**src/hw/rtl/lbcc_pkg.sv**
```systemverilog
// ----------------------------------------------------------------------------
// LED blink and chase controller package
// Shared constants, operation codes and field layout of the input word.
// ----------------------------------------------------------------------------
package lbcc_pkg;

    // Default LED count and configuration reset values.
    localparam int NUM_LEDS_DEF        = 8;
    localparam logic [7:0] RST_STEP_TICKS = 8'd10;
    localparam logic [7:0] RST_RUN_SCALE  = 8'd100;
    localparam logic [15:0] RST_RUN_TICKS = 16'd10;

    // Configuration port.
    localparam int CFG_IDX_W  = 2;
    localparam int CFG_DATA_W = 8;
    localparam logic [CFG_IDX_W-1:0] REG_STEP_TICKS = 2'd0;
    localparam logic [CFG_IDX_W-1:0] REG_RUN_SCALE  = 2'd1;

    // Input word layout, first field in the lowest bits.
    localparam int OP_LSB     = 0;
    localparam int NUM_LSB    = 2;
    localparam int LVL_LSB    = 6;
    localparam int PERIOD_LSB = 7;
    localparam int PAT_LSB    = 15;
    localparam int UNITS_LSB  = 18;
    localparam int IN_DATA_W  = 32;
    localparam int OUT_DATA_W = 8;

    // Operation codes.
    typedef enum logic [1:0] {
        OP_TICK  = 2'd0,
        OP_SET   = 2'd1,
        OP_BLINK = 2'd2,
        OP_CHASE = 2'd3
    } t_op;

    // Chase patterns; any other code means no chase.
    localparam logic [2:0] PAT_SINGLE_UP   = 3'd1;
    localparam logic [2:0] PAT_SINGLE_DOWN = 3'd2;
    localparam logic [2:0] PAT_DARK_UP     = 3'd3;
    localparam logic [2:0] PAT_DARK_DOWN   = 3'd4;
    localparam logic [2:0] PAT_NONE        = 3'd0;

endpackage

```
**src/hw/rtl/led_blink_and_chase_controller.sv**
```systemverilog
// ----------------------------------------------------------------------------
// LED blink and chase controller
// Keeps the levels of NUM_LEDS LEDs: direct writes, per-LED blinking, timed
// chase patterns and a one-shot countdown that turns everything off.
// ----------------------------------------------------------------------------
//
//  Channel   Dir   Word contents
//  s_axis    in    op, led_number, level, blink_period, run_pattern, run_units
//  m_axis    out   led_levels after the input word
//  cfg       in    0 step_ticks, 1 run_tick_scale
//
//  On a tick due for a step, one shared increment and compare unit walks the
//  blink counters one LED a cycle, then the chase step, countdown and result
//  load follow. Other ticks run only the countdown, other words only the load.
//  s_axis_tready is high only in idle; the result register lets the next word
//  in while a result waits, and a stalled m_axis holds the last step.
//  Reset is synchronous, active low, clears all state but the result data and arms the countdown.
//
module led_blink_and_chase_controller #(
    parameter int NUM_LEDS = lbcc_pkg::NUM_LEDS_DEF
) (
    input  logic                             i_clk,
    input  logic                             i_rst_n,
    // Input word, from bit 0: op[1:0], led_number[5:2], level[6],
    // blink_period[14:7], run_pattern[17:15], run_units[25:18], zero fill.
    input  logic                             s_axis_tvalid,
    output logic                             s_axis_tready,
    input  logic [lbcc_pkg::IN_DATA_W-1:0]   s_axis_tdata,
    // Result word, from bit 0: led_levels[7:0].
    output logic                             m_axis_tvalid,
    input  logic                             m_axis_tready,
    output logic [lbcc_pkg::OUT_DATA_W-1:0]  m_axis_tdata,
    // Configuration write port.
    input  logic                             i_cfg_we,
    input  logic [lbcc_pkg::CFG_IDX_W-1:0]   i_cfg_idx,
    input  logic [lbcc_pkg::CFG_DATA_W-1:0]  i_cfg_wdata
);
    import lbcc_pkg::*;

    localparam int IDX_W = $clog2(NUM_LEDS);
    localparam int POS_W = $clog2(NUM_LEDS + 1);
    localparam logic [POS_W-1:0] POS_N   = POS_W'(NUM_LEDS);
    localparam logic [IDX_W-1:0] IDX_END = IDX_W'(NUM_LEDS - 1);
    localparam logic [3:0]       NUM_MAX = 4'(NUM_LEDS);

    typedef enum logic [4:0] {
        S_IDLE  = 5'b00001,
        S_WALK  = 5'b00010,
        S_CHASE = 5'b00100,
        S_RUN   = 5'b01000,
        S_DONE  = 5'b10000
    } t_state;

    t_state                 r_state;
    logic [IDX_W-1:0]       r_idx;
    logic [NUM_LEDS-1:0]    r_led;
    logic                   r_blink_en  [NUM_LEDS];
    logic [7:0]             r_blink_cnt [NUM_LEDS];
    logic [7:0]             r_blink_lim [NUM_LEDS];
    logic [2:0]             r_mode;
    logic [POS_W-1:0]       r_pos;
    logic [7:0]             r_prescale;
    logic [15:0]            r_remain;
    logic                   r_armed;
    logic [7:0]             r_step_ticks;
    logic [7:0]             r_run_scale;
    logic                   r_out_valid;
    logic [OUT_DATA_W-1:0]  r_out_data;

    // Input word fields.
    logic [1:0]  in_op;
    logic [3:0]  in_num;
    logic        in_lvl;
    logic [7:0]  in_period;
    logic [2:0]  in_pat;
    logic [7:0]  in_units;

    assign in_op     = s_axis_tdata[OP_LSB +: 2];
    assign in_num    = s_axis_tdata[NUM_LSB +: 4];
    assign in_lvl    = s_axis_tdata[LVL_LSB];
    assign in_period = s_axis_tdata[PERIOD_LSB +: 8];
    assign in_pat    = s_axis_tdata[PAT_LSB +: 3];
    assign in_units  = s_axis_tdata[UNITS_LSB +: 8];

    logic             in_accept;
    logic             num_ok;
    logic [IDX_W-1:0] num_idx;
    logic [3:0]       num_m1;
    logic [8:0]       pre_next;
    logic             step_due;
    logic             out_free;

    assign in_accept = s_axis_tvalid && s_axis_tready;
    assign num_ok    = (in_num != 4'd0) && (in_num <= NUM_MAX);
    assign num_m1    = in_num - 4'd1;
    assign num_idx   = num_m1[IDX_W-1:0];
    assign pre_next  = {1'b0, r_prescale} + 9'd1;
    assign step_due  = pre_next >= {1'b0, r_step_ticks};
    assign out_free  = !r_out_valid || m_axis_tready;

    // Shared blink unit: increment and compare the counter of the LED at r_idx.
    logic [7:0] walk_cnt;
    logic [7:0] walk_inc;
    logic       walk_hit;

    assign walk_cnt = r_blink_cnt[r_idx];
    assign walk_inc = walk_cnt + 8'd1;
    assign walk_hit = r_blink_en[r_idx] && (walk_cnt == r_blink_lim[r_idx]);

    // Chase step: each LED bit is worked out on its own from the position.
    logic [NUM_LEDS-1:0] n_chase_led;
    logic [POS_W-1:0]    n_chase_pos;
    logic [POS_W-1:0]    down_p;
    logic                mode_up;
    logic                mode_down;
    logic                mode_dark;

    assign mode_up   = (r_mode == PAT_SINGLE_UP) || (r_mode == PAT_DARK_UP);
    assign mode_down = (r_mode == PAT_SINGLE_DOWN) || (r_mode == PAT_DARK_DOWN);
    assign mode_dark = (r_mode == PAT_DARK_UP) || (r_mode == PAT_DARK_DOWN);
    assign down_p    = (r_pos == '0) ? POS_N : (r_pos - POS_W'(1));

    always_comb begin
        n_chase_led = r_led;
        n_chase_pos = r_pos;
        if (mode_up) begin
            for (int i = 0; i < NUM_LEDS; i++) begin
                n_chase_led[i] = mode_dark ? 1'b1 : r_led[i];
                if (r_pos == '0) begin
                    if (i == NUM_LEDS - 1) begin
                        n_chase_led[i] = 1'b0;
                    end
                end else if (POS_W'(i + 1) == r_pos) begin
                    n_chase_led[i] = 1'b1;
                end else if (POS_W'(i + 2) == r_pos) begin
                    n_chase_led[i] = 1'b0;
                end
            end
            n_chase_pos = (r_pos >= POS_N) ? '0 : (r_pos + POS_W'(1));
        end else if (mode_down) begin
            for (int i = 0; i < NUM_LEDS; i++) begin
                n_chase_led[i] = mode_dark ? 1'b1 : r_led[i];
                if (POS_W'(i + 1) == down_p) begin
                    n_chase_led[i] = 1'b1;
                end else if (POS_W'(i) == down_p) begin
                    n_chase_led[i] = 1'b0;
                end
            end
            n_chase_pos = down_p;
        end
    end

    // Countdown step.
    logic [15:0] n_remain;
    assign n_remain = (r_remain != 16'd0) ? (r_remain - 16'd1) : 16'd0;

    // Result word: low eight LEDs, zero above NUM_LEDS.
    logic [OUT_DATA_W-1:0] n_out_data;
    always_comb begin
        n_out_data = '0;
        for (int b = 0; b < OUT_DATA_W; b++) begin
            if (b < NUM_LEDS) begin
                n_out_data[b] = r_led[b];
            end
        end
    end

    // Configuration registers.
    always_ff @(posedge i_clk) begin
        if (!i_rst_n) begin
            r_step_ticks <= RST_STEP_TICKS;
            r_run_scale  <= RST_RUN_SCALE;
        end else if (i_cfg_we) begin
            case (i_cfg_idx)
                REG_STEP_TICKS: r_step_ticks <= i_cfg_wdata;
                REG_RUN_SCALE:  r_run_scale  <= i_cfg_wdata;
                default: ;
            endcase
        end
    end

    // Sequencer and LED state.
    always_ff @(posedge i_clk) begin
        if (!i_rst_n) begin
            r_state    <= S_IDLE;
            r_idx      <= '0;
            r_led      <= '0;
            r_mode     <= PAT_NONE;
            r_pos      <= '0;
            r_prescale <= '0;
            r_remain   <= RST_RUN_TICKS;
            r_armed    <= 1'b1;
            for (int i = 0; i < NUM_LEDS; i++) begin
                r_blink_en[i]  <= 1'b0;
                r_blink_cnt[i] <= '0;
                r_blink_lim[i] <= '0;
            end
        end else begin
            case (r_state)
                S_IDLE: begin
                    if (in_accept) begin
                        case (t_op'(in_op))
                            OP_TICK: begin
                                r_idx <= '0;
                                if (step_due) begin
                                    r_prescale <= '0;
                                    r_state    <= S_WALK;
                                end else begin
                                    r_prescale <= pre_next[7:0];
                                    r_state    <= S_RUN;
                                end
                            end
                            OP_SET: begin
                                if (num_ok) begin
                                    r_led[num_idx] <= in_lvl;
                                end
                                r_state <= S_DONE;
                            end
                            OP_BLINK: begin
                                if (num_ok) begin
                                    r_blink_en[num_idx]  <= in_lvl;
                                    r_blink_cnt[num_idx] <= '0;
                                    r_blink_lim[num_idx] <= in_period;
                                    r_led[num_idx]       <= in_lvl;
                                end
                                r_state <= S_DONE;
                            end
                            OP_CHASE: begin
                                r_pos    <= '0;
                                r_mode   <= in_pat;
                                r_remain <= 16'(in_units) * 16'(r_run_scale);
                                r_armed  <= 1'b1;
                                r_state  <= S_DONE;
                            end
                            default: r_state <= S_DONE;
                        endcase
                    end
                end
                // One LED's blink counter per cycle.
                S_WALK: begin
                    if (r_blink_en[r_idx]) begin
                        if (walk_hit) begin
                            r_led[r_idx]       <= ~r_led[r_idx];
                            r_blink_cnt[r_idx] <= '0;
                        end else begin
                            r_blink_cnt[r_idx] <= walk_inc;
                        end
                    end
                    if (r_idx == IDX_END) begin
                        r_state <= S_CHASE;
                    end else begin
                        r_idx <= r_idx + IDX_W'(1);
                    end
                end
                S_CHASE: begin
                    r_led   <= n_chase_led;
                    r_pos   <= n_chase_pos;
                    r_state <= S_RUN;
                end
                // Countdown after the step, so its end wins.
                S_RUN: begin
                    if (r_armed) begin
                        r_remain <= n_remain;
                        if (n_remain == 16'd0) begin
                            r_armed <= 1'b0;
                            r_mode  <= PAT_NONE;
                            r_led   <= '0;
                        end
                    end
                    r_state <= S_DONE;
                end
                S_DONE: begin
                    if (out_free) begin
                        r_state <= S_IDLE;
                    end
                end
                default: r_state <= S_IDLE;
            endcase
        end
    end

    // Result register.
    always_ff @(posedge i_clk) begin
        if (!i_rst_n) begin
            r_out_valid <= 1'b0;
        end else if (r_state == S_DONE && out_free) begin
            r_out_valid <= 1'b1;
        end else if (m_axis_tready) begin
            r_out_valid <= 1'b0;
        end
    end

    always_ff @(posedge i_clk) begin
        if (r_state == S_DONE && out_free) begin
            r_out_data <= n_out_data;
        end
    end

    assign s_axis_tready = (r_state == S_IDLE);
    assign m_axis_tvalid = r_out_valid;
    assign m_axis_tdata  = r_out_data;

    // An accepted word always starts the sequencer.
    a_accept_busy: assert property (@(posedge i_clk) disable iff (!i_rst_n)
        in_accept |=> (r_state != S_IDLE))
        else $error("sequencer stayed idle after accepting a word");

    // The countdown ending leaves every LED low.
    a_run_end_dark: assert property (@(posedge i_clk) disable iff (!i_rst_n)
        $fell(r_armed) |-> (r_led == '0) && (r_mode == PAT_NONE))
        else $error("countdown ended with LEDs lit or chase active");

    // The walk index and chase position stay within the LED count.
    a_walk_range: assert property (@(posedge i_clk) disable iff (!i_rst_n)
        (r_state == S_WALK) |-> (r_idx <= IDX_END))
        else $error("blink walk index out of range");

    a_pos_range: assert property (@(posedge i_clk) disable iff (!i_rst_n)
        (r_pos <= POS_N))
        else $error("chase position out of range");

endmodule
```
**config.mk**
```make
export PLATFORM = sky130hd
export DESIGN_NAME = led_blink_and_chase_controller
export DESIGN_NICKNAME = d
export VERILOG_FILES = /design/src/hw/rtl/lbcc_pkg.sv /design/src/hw/rtl/led_blink_and_chase_controller.sv
export SDC_FILE = /design/constraint.sdc
export NUM_CORES = 1
export LEC_CHECK = 0
export BUFFER_PORTS_ARGS = -buffer_cell sky130_fd_sc_hd__buf_2
export CAP_MARGIN = 20
export CORE_ASPECT_RATIO = 1.5
export CORE_MARGIN = 2
export CORE_UTILIZATION = 63
export DETAILED_ROUTE_END_ITERATION = 10
export GPL_ROUTABILITY_DRIVEN = 0
export PLACE_DENSITY = 0.81
export SKIP_CTS_REPAIR_TIMING = 1
export SYNTH_ARGS = -nofsm -noshare
export SYNTH_HDL_FRONTEND = slang
export SYNTH_SLANG_ARGS = --single-unit
```
**constraint.sdc**
```tcl
create_clock -name i_clk -period 5.7 [get_ports i_clk]
set_clock_uncertainty 0.15 [all_clocks]
set_input_delay 0.855 -clock i_clk [delete_from_list [all_inputs] [get_ports i_clk]]
set_output_delay 0.855 -clock i_clk [all_outputs]
set_load 0.005 [all_outputs]
```
==> reports/metrics.yaml <==
detailed_routing:
  wirelength_mm: 33.33
  drc: 0
  vias_per_cell: 6.237
  wl_per_cell_um: 19.81
  drtPass1Iterations: 6
  ant_nets: 0
  drt_iter0_markers: 934
  via_count: 10497
pwr:
  vdd_drop_max_uv: 198.2
  power_frac_clock: 0.378
  internal_power_mw: 2.707
  combPwrFrac: 0.160
  switching_share: 0.2739
  pwr-share-seq: 0.462
  p_leak_nw: 5.628
  power_density_nw_per_um2: 253.5
  switchingPower_mw: 1.021
synthesis:
  ys_ff_latch: 212
  syn_area_um2: 13580
  synthDistinctLibCells: 79
  synthTopCellsByArea: "edfxtp_1 30%, dfxtp_1 11%, and2_1 5.5%"
  synth_top_area_cell: "edfxtp_1"
  synthesis.nets: 1516
  yosysWarnings: 0
  synthArstFlopShare: 0
  synth_edf_count: 136
  yosysSeqAreaShare: 0.4128
  synth_top_cell_area_share: 0.3007
  synth-main-ff-cell: "edfxtp_1"
  synthCells: 1373
  syn_avg_cell_area_um2: 9.891
hold_path:
  hold_start: "r_blink_en[6]"
  hold_end: "r_blink_en[6]"
  min_path_cells: 2
  hold_path.class: "reg2reg"
floorplanning:
  die_x_um: 123.9
  io_pins: 57
  core_area_um2: 21060
  num_rows: 65
  dieArea_um2: 22770
  die_h_um: 183.8
  start_util: 0.6447
clock_tree:
  insertion_delay_ns: 0.52
  clock_path_buffers: 3
  cts.sinks: 212
  root_buffer: "clkbuf_16"
  numCtsBuffers: 21
  cts_tree: "done"
  path_clk_slew_ns: 0.07
  htreeDepth: 1
global_route:
  grt-ovfl-total: 0
  grt_pass1_wl_mm: 54.21
  track_usage: 0.3069
  antenna_found_initial: 2
  first_global_vias: 10571
  grt_max_degree: 69
timing:
  maxSlewHeadroom: 0.2965
  max_freq_mhz: 214.6
  setup_tns_ns: 0
  setup-violations-final: 0
  final-hold-violation-count: 0
  finalCriticalPeriod_ns: 4.660
  tightest_slew_ns: 1.055
  rsz0062_at_grt: "no"
  min_period_over_period: 0.8175
  slew_viol_final: 0
  fin_hold_ws_ns: 0.3220
setup_path:
  r2r_start: "r_run_scale[6]"
  critPathLaunch: "r_run_scale[6]"
  cp.required_ns: 5.96
  cp-start-kind: "flip-flop"
  worst_r2r_path_depth: 14
  crit_fanout: 9
  slowest_delay_ns: 0.54
  critical_path.most_common_cell: "fa_1"
  worstPathArrival_ns: 4.92
  r2r_slack_ns: 1.04
  path_class: "reg2reg"
  r2r_end: "r_remain[12]"
  crit_slowest_cell: "dfxtp_1"
  path_cells: "and2_1 > fa_1 > fa_1 > fa_1 > inv_1 > fa_1 > inv_1 > ha_1 > a21oi_1 > o21ai_0 > a211oi_1 > xnor2_1 > a21oi_1 > a211oi_1"
  cp-end-kind: "flip-flop"
run:
  timing.max_cap.violations: 0
place:
  io_buffer_count: 50
  dp_hpwl_mm: 24.32
final_layout:
  utilization: 0.6981
  nets: 1540
  syn2layout_area_growth_pct: 8.273
  drive_gt1_frac: 0.1027
run_status:
  outcome: "completed"
-- area by class of cell --
| cell class | instances | area [µm²] |
|---|---|---|
| antenna | 3 | 7.507 |
| clock buffer | 23 | 533.0 |
| clock inverter | 15 | 151.4 |
| fill | 1566 | 6360 |
| inverter | 75 | 281.5 |
| multi-input combinational | 1022 | 7427 |
| sequential | 212 | 5605 |
| tap | 268 | 335.3 |
| timing repair buffer | 65 | 362.8 |
-- critical path, delay by kind of cell, from the launching register on --
family	cells	cell delay, ns
AO/OA/AOI/OAI	5	0.98
AND/OR/NAND/NOR	1	0.21
flip-flops	1	0.54
adder cells (fa/ha/maj)	5	2.38
XOR/XNOR	1	0.19
buffers and inverters	2	0.09
-- layer usage --
metal / vias to the layer above / routed length, µm / GRT usage
met5: - / 0 / 0
met4: 0 / 1836 / 0.1573
met3: 119 / 1711 / 0.03908
met2: 400 / 17840 / 0.5609
met1: 5071 / 11950 / 0.3420
li1: 4907 / - / -
-- logic make-up (layout without fill, tap and decap cells) --
kind of cell | after synthesis | in the layout | synth area share
compound gates | 240 | 240 | 0.1153
xor+xnor | 105 | 105 | 0.06772
fa+ha+maj | 96 | 96 | 0.1083
buf+inv | 139 | 178 | 0.04045
flops | 212 | 212 | 0.4128
mux | 50 | 50 | 0.05749
other cells | 0 | 3 | 0
simple gates | 531 | 531 | 0.1980
-- cells in the final DEF (no fill, tap or decap), types with 13 or more instances in the layout --
| cell | n |
|---|---|
| a21oi_1 | 63 |
| and2_1 | 120 |
| buf_2 | 50 |
| buf_4 | 15 |
| clkbuf_16 | 21 |
| dfxtp_1 | 76 |
| edfxtp_1 | 136 |
| fa_1 | 36 |
| ha_1 | 60 |
| inv_1 | 75 |
| mux2i_1 | 24 |
| mux4_2 | 22 |
| nand2_1 | 110 |
| nand3_1 | 28 |
| nor2_1 | 149 |
| nor2b_1 | 14 |
| nor3_1 | 29 |
| o211ai_1 | 14 |
| o21ai_0 | 60 |
| o22ai_1 | 13 |
| xnor2_1 | 69 |
| xor2_1 | 36 |
-- through the flow --
step,total power [mW],area (µm²),std cells,worst slack [ns]
2_1_floorplan,2.193,13580,1373,0.9809
3_3_place_gp,2.331,14010,1642,0.6235
3_5_place_dp,2.347,14010,1642,0.5736
4_1_cts,3.733,14700,1680,1.047
5_1_grt,3.882,14700,1681,0.7699
6_report,3.728,14700,1683,1.040
-- power groups by stage --
stage	sequential (mW)	combinational, mW	clock, mW
global route	1.73	0.678	1.48
finish	1.72	0.596	1.41
detailed placement	1.76	0.591	0
floorplan	1.74	0.456	0
global placement	1.75	0.578	0
CTS	1.72	0.596	1.41
-- synthesized netlist by cell type, types with 3 or more instances --
master and number:
nor2_1 149, edfxtp_1 136, and2_1 120, nand2_1 110, dfxtp_1 76, inv_1 75, xnor2_1 69, a21oi_1 63
o21ai_0 62, ha_1 60, clkbuf_1 50, fa_1 36, xor2_1 36, nor3_1 29, nand3_1 28, mux2i_1 24
mux4_2 22, nor2b_1 14, o211ai_1 14, o22ai_1 13, nand2b_1 11, nand3b_1 11, a31oi_1 10, nand4_1 10
nor4_1 10, or3_1 10, a211oi_1 9, and3_1 8, buf_2 7, a21o_1 6, a41oi_1 5, o2111ai_1 5
o21a_1 5, or2_2 5, a32o_1 4, buf_1 4, mux2_2 4, o31ai_1 4, and4_1 3, o311ai_0 3
o41ai_1 3
-- sequential cells by signal, indices dropped and copies added, names as in the netlist, named ones only --
register / flops
r_run_scale: 8
r_step_ticks: 8
r_blink_lim: 64
r_blink_cnt: 64
r_remain: 16
r_prescale: 8
r_blink_en: 8
r_armed: 1
r_mode: 3
r_pos: 4
r_idx: 3
m_axis_tvalid: 1
m_axis_tdata: 8
r_state: 5
-- worst max-delay path by stage --
stage	endpoint	slack, ns	depth (start not counted)
2_1_floorplan	r_remain[13]	0.98	15
3_3_place_gp	r_remain[13]	0.62	17
3_5_place_dp	r_remain[12]	0.57	16
4_1_cts	r_remain[12]	1.05	14
5_1_grt	r_remain[12]	0.77	14
6_report	r_remain[12]	1.04	14
Note: power is estimated with default switching activity, not from simulation.
